**src/hw/rtl/rpq_pkg.sv**
```systemverilog
// rpq_pkg: widths, register codes, default palette and stage-advance type
// for the palette quantizer. No dependencies.
package rpq_pkg;

    localparam int TABLE_DEPTH         = 16;
    localparam int PALETTE_ENTRIES_DEF = 16;
    localparam int IDX_W               = 4;
    localparam int CH_W                = 8;
    localparam int COLOR_W             = 3 * CH_W;
    localparam int SQ_W                = 2 * CH_W;
    localparam int DIST_W              = SQ_W + 2;
    localparam int GRP_SIZE            = 4;
    localparam int GRP_N               = TABLE_DEPTH / GRP_SIZE;
    localparam int ADDR_W              = 3;
    localparam int DATA_W              = 32;

    localparam logic KIND_PIXEL = 1'b0;
    localparam logic KIND_WRITE = 1'b1;

    localparam logic REG_ALPHA_THR  = 1'b0;
    localparam logic REG_TRANSP_IDX = 1'b1;

    localparam logic [CH_W-1:0]  ALPHA_THR_RST  = 8'd128;
    localparam logic [IDX_W-1:0] TRANSP_IDX_RST = 4'd15;

    localparam logic [DIST_W-1:0] DIST_MAX = '1;

    localparam logic [COLOR_W-1:0] DEFAULT_PALETTE [TABLE_DEPTH] = '{
        24'h000000, 24'hFFFFFF, 24'h894036, 24'h7ABFC7,
        24'h8A46AE, 24'h68A941, 24'h3E31A2, 24'hD0DC71,
        24'h905F25, 24'h5C4700, 24'hBB776D, 24'h555555,
        24'h808080, 24'hACEA88, 24'h7C70DA, 24'hABABAB
    };

    typedef struct packed {
        logic s1;
        logic s2;
        logic s3;
    } t_adv;

    typedef struct packed {
        logic transp;
        logic eoi;
    } t_side;

endpackage

```
**src/hw/rtl/rpq_lane.sv**
```systemverilog
// rpq_lane: three-stage squared RGB distance for one palette entry.
// Depends on rpq_pkg.
module rpq_lane
    import rpq_pkg::*;
(
    input  logic               i_clk,
    input  t_adv               i_adv,
    input  logic [COLOR_W-1:0] i_entry,
    input  logic [CH_W-1:0]    i_red,
    input  logic [CH_W-1:0]    i_green,
    input  logic [CH_W-1:0]    i_blue,
    output logic [DIST_W-1:0]  o_dist
);

    logic [CH_W-1:0]   r_dr, r_dg, r_db;
    logic [CH_W-1:0]   n_dr, n_dg, n_db;
    logic [SQ_W-1:0]   r_sr, r_sg, r_sb;
    logic [DIST_W-1:0] r_dist;
    logic [CH_W-1:0]   w_er, w_eg, w_eb;

    assign w_er = i_entry[3*CH_W-1:2*CH_W];
    assign w_eg = i_entry[2*CH_W-1:CH_W];
    assign w_eb = i_entry[CH_W-1:0];

    always_comb begin
        n_dr = (w_er > i_red)   ? w_er - i_red   : i_red - w_er;
        n_dg = (w_eg > i_green) ? w_eg - i_green : i_green - w_eg;
        n_db = (w_eb > i_blue)  ? w_eb - i_blue  : i_blue - w_eb;
    end

    always_ff @(posedge i_clk) begin
        if (i_adv.s1) begin
            r_dr <= n_dr;
            r_dg <= n_dg;
            r_db <= n_db;
        end
        if (i_adv.s2) begin
            r_sr <= SQ_W'(r_dr) * SQ_W'(r_dr);
            r_sg <= SQ_W'(r_dg) * SQ_W'(r_dg);
            r_sb <= SQ_W'(r_db) * SQ_W'(r_db);
        end
        if (i_adv.s3) begin
            r_dist <= DIST_W'(r_sr) + DIST_W'(r_sg) + DIST_W'(r_sb);
        end
    end

    assign o_dist = r_dist;

endmodule

```
**config.mk**
```make
export PLATFORM = sky130hd
export DESIGN_NAME = rpq_lane
export DESIGN_NICKNAME = d
export VERILOG_FILES = /design/src/hw/rtl/rpq_pkg.sv /design/src/hw/rtl/rpq_lane.sv
export SDC_FILE = /design/constraint.sdc
export NUM_CORES = 1
export LEC_CHECK = 0
export ABC_CLOCK_PERIOD_IN_PS = 10500
export BUFFER_PORTS_ARGS = -buffer_cell sky130_fd_sc_hd__buf_2
export CELL_PAD_IN_SITES_DETAIL_PLACEMENT = 1
export CELL_PAD_IN_SITES_GLOBAL_PLACEMENT = 2
export CORE_MARGIN = 2
export CORE_UTILIZATION = 25
export DETAILED_ROUTE_END_ITERATION = 10
export HOLD_SLACK_MARGIN = 0.15
export PLACE_DENSITY = 0.57
export SETUP_SLACK_MARGIN = 0.4
export SYNTH_ARGS = -nofsm -noshare
export SYNTH_HDL_FRONTEND = slang
export SYNTH_SLANG_ARGS = --single-unit
```
**constraint.sdc**
```tcl
create_clock -name i_clk -period 10.5 [get_ports i_clk]
set_clock_uncertainty 0.2 [all_clocks]
set_input_delay 1.575 -clock i_clk [delete_from_list [all_inputs] [get_ports i_clk]]
set_output_delay 1.575 -clock i_clk [all_outputs]
set_load 0.02 [all_outputs]
```
; ---- Word level (Yosys, flattened, before mapping)
; Cells that the tools add are included.
[word_totals]
inputBits = 52
regBits = 90
[op_classes]
n_mul = 3
magnitude_cmp = 3
muxes = 3
n_addsub = 8
[op_table]
columns = operator, n
row1 = multiplier 8 x 8 -> 16 bit, 3
row2 = subtractor 8 bit, 6
row3 = greater-than comparator 8 bit, 3
row4 = two-way mux 8 bit, 3
row5 = adder 17 x 16 -> 18 bit, 1
row6 = adder 16 x 16 -> 17 bit, 1

; ---- Longest topological paths before layout
[depth]
depth_word = 2
mapped_depth = 17

; ---- Worst setup path before layout
; OpenSTA, ideal clock, no wires.
[synth_path]
path_type = register to register
start = register r_dr[2]
end = register r_sr[13], data pin
slack_ps = 5868
arrival_time_ps = 4173
t_required_ps = 10041
period_less_slack_ps = 4632
path_stages_with_launch = 15
path_cell_list = edfxtp_1 > clkbuf_1 > and2_1 > fa_1 > fa_1 > inv_1 > fa_1 > fa_1 > inv_1 > ha_1 > o21a_1 > a2111o_1 > a31o_1 > a21oi_2 > xnor2_1
[synth_between]
elab_chain_len = 1
[synth_lines]
columns = element, line_no
row1 = from (decl), rpq_lane.sv:15  ; logic [CH_W-1:0] r_dr, r_dg, r_db;
row2 = from (signal assigned), rpq_lane.sv:33  ; r_dr <= n_dr;
row3 = multiplier 8 x 8 -> 16 bit, rpq_lane.sv:38  ; r_sr <= SQ_W'(r_dr) * SQ_W'(r_dr);
row4 = to (signal assigned), rpq_lane.sv:38
row5 = to (decl), rpq_lane.sv:17  ; logic [SQ_W-1:0] r_sr, r_sg, r_sb;
; Every way passes these cells.
; A chain may end at the register's enable or synchronous reset.

; ---- Final worst setup path
[layout_path]
start = register r_dr[5]
end = register r_sr[13], data pin
; The elaborated chain is that of the path after synthesis.

==> results.yml <==
outcome:
  status: "finished, final reports clean"
grt:
  grt_pass1_wl_mm: 38.7
  grt-ovfl-total: 0
  grt_max_degree: 46
  antenna_found_initial: 0
  grt_usage: 0.111
  grt_pass1_vias: 7497
die:
  die_w_um: 208
  pin_count: 70
  core_mm2: 0.0410
  initial_core_util: 0.254
  rows: 74
  dieArea_mm2: 0.0434
  die_h_um: 208
worst_setup_path:
  reg2regPathDepth: 14
  cp_common_cell: "fa_1"
  slowest_delay_ns: 0.55
  worstPathMaxFanout: 8
  slowest_stage: "fa_1"
  start_kind: "flip-flop"
  crit_family: "adder cells"
  cp-startpoint: "r_dr[5]"
  timing.rr.end: "r_sr[13]"
  crit_type: "flip-flop to flip-flop"
  r2r_slack_ns: 5.66
  reg2reg_from: "r_dr[5]"
  cp-end-kind: "flip-flop"
  path_depth: 14
  crit_chain: "inv_1, nor2_1, fa_1, fa_1, inv_1, fa_1, fa_1, inv_1, ha_1, o21a_1, a2111o_1, a31o_1, a21oi_2, xnor2_1"
  critPathBufInv: 3
  critPathArrivalTime_ns: 4.76
  required_ns: 10.42
  crit_path_end: "r_sr[13]"
yosys:
  synthFlopType: "edfxtp_1"
  yosysUniqueCellTypes: 56
  yosysMostFrequentCell: "inv_1"
  yosysTopAreaCellShare: 0.250
  postSynthAreaPerCell_um2: 10.2
  ys_async_sr_fraction: 0
  yosysSeqAreaShare: 0.250
  synth_top_cell_by_area: "edfxtp_1"
  synth-edff-count: 87
  synth_warnings: 0
  synth_area_leaders: "edfxtp_1 25%, fa_1 19%, ha_1 18%, inv_1 6.8%, and2_1 4.2%"
  synth_cells: 1018
  ys_seq_elements: 87
  yosys-top-cells-count: "188 x inv_1, 148 x ha_1, 97 x fa_1"
  syn_area_mm2: 0.0104
sta:
  finalHoldViolations: 0
  period_needed_ns: 4.84
  tns_ns: 0
  clock.fmax_mhz: 207
  min_period_over_period: 0.461
  rsz0062_at_grt: "false"
  drv_slew: 0
  setup_viol_count_final: 0
  relSlewSlack: 0.282
  worst_pin_slew_ns: 1.08
finish:
  fillers: 4699
  antenna_cells: 0
  area_growth_pct: 12.0
  nets: 1385
  seqCellArea_mm2: 0.00261
  drive_gt1_frac: 0.103
  final_util: 0.285
  multi_input_area_mm2: 0.00706
clocking:
  cts_tree: "yes"
  cts_num_sinks: 87
  cts.reportedPaths.clkPinSlew_ns: 0.09
  clock_latency_ns: 0.37
  ctsHoldBuffers: 0
  clk_path_buf_depth: 2
  numCtsBuffers: 9
  cts_resized: 0
  post_cts_buffers: 0
  ctsHtreeMaxLevel: 3
  cts-root-buf: "clkbuf_16"
job:
  maxCapViolCount: 0
placement:
  dpl.hpwl_mm: 19.6
  routabilityCongestion: 0.735
  io_buffers: 69
routing:
  wl_per_cell_um: 14.1
  postRouteAntennaNets: 0
  drc: 0
  vias: 6970
  drt-total-wl_mm: 23.0
  viasPerCell: 4.29
  drt_iter0_drc: 206
  firstDrtPassIters: 4
worst_hold_path:
  holdPathStages: 0
  hp-class: "flip-flop to flip-flop"
-- cell families (layout without fill, tap and decap cells) --
logic type / count (synthesis) / after routing / synth area share
DFF: 87 / 87 / 0.250
buffers and inverters: 200 / 273 / 0.0741
other: 1 / 3 / 0.000359
adders and majority gates: 245 / 245 / 0.364
muxes: 24 / 24 / 0.0230
xor gates and xnor gates: 79 / 79 / 0.0663
AOI/OAI and AO/OA: 168 / 168 / 0.112
and+or+nand+nor: 214 / 214 / 0.111
-- per-layer routing --
| metal | GRT usage | vias to the layer above | part of all wire |
|---|---|---|---|
| met5 | 0 | - | 0 |
| met4 | 0.0270 | 0 | 0.011 |
| met3 | 0.0178 | 15 | 0.020 |
| met2 | 0.179 | 58 | 0.45 |
| met1 | 0.154 | 3372 | 0.52 |
| li1 | - | 3525 | - |
-- how the worst min path moves through the flow --
| stage | slack (ns) | endpoint | start |
|---|---|---|---|
| final | 0.49 | r_sb[0] | r_db[0] |
| after global routing | 0.55 | r_sb[0] | r_db[0] |
| after CTS | 0.50 | r_sb[0] | r_db[0] |
| after detailed placement | 0.48 | r_sb[0] | r_db[0] |
| after global placement | 0.48 | r_sb[0] | r_db[0] |
| after floorplan | 0.35 | r_sr[0] | r_dr[0] |
-- cell usage in the layout, fill, tap and decap left out, types with 4 or more instances in the layout --
master	Yosys	layout
o211ai_1	4	4
nand3_1	7	7
a31o_2	4	4
o21a_1	4	4
nand2b_1	13	13
o21bai_1	7	7
a21o_1	14	14
ha_1	148	148
and3_1	6	6
nand4_1	6	6
buf_2	0	69
o21ai_0	24	24
mux2i_1	24	24
and2_1	70	70
xor2_1	31	31
clkbuf_16	0	9
xnor2_1	48	48
o21ai_1	7	7
nor2_1	35	35
nor2b_1	18	18
a211oi_1	13	13
edfxtp_1	87	87
a21oi_2	4	4
inv_1	188	188
a221oi_1	5	5
nor3_1	6	6
fa_1	97	97
a21oi_1	47	47
nand2_1	37	37
or2_2	7	7
-- worst register-to-register path, cell delays in order, from the launching register on --
cell      delay, ns
edfxtp_1       0.50
inv_1          0.15
nor2_1         0.23
fa_1           0.48
fa_1           0.54
inv_1          0.05
fa_1           0.50
fa_1           0.55
inv_1          0.04
ha_1           0.30
o21a_1         0.16
a2111o_1       0.44
a31o_1         0.23
a21oi_2        0.14
xnor2_1        0.08
-- layout make-up --
cell class                 count  share of cell area
tap                          532              0.0570
clock inverter                 6             0.00632
multi-input combinational    733               0.604
timing repair buffer          69              0.0295
clock buffer                  10              0.0196
inverter                     188              0.0604
sequential                    87               0.224
-- stage by stage --
stage / hold slack, ns / cell area, um^2 / setup WS (ns) / std cells
floorplan: 0.347 / 10400 / 5.87 / 1020
global placement: 0.479 / 11400 / 5.78 / 1609
detailed placement: 0.479 / 11400 / 5.69 / 1609
CTS: 0.501 / 11700 / 5.68 / 1625
global route: 0.550 / 11700 / 5.44 / 1625
finish: 0.491 / 11700 / 5.66 / 1625
-- state kept, by name, indices dropped and copies added, names as in the netlist --
name,count
o_dist,18
r_db,8
r_dg,8
r_dr,8
r_sb,15
r_sg,15
r_sr,15
Power is not shown: default switching activity piles up to over one toggle a cycle in this logic, so the estimate is an artifact.
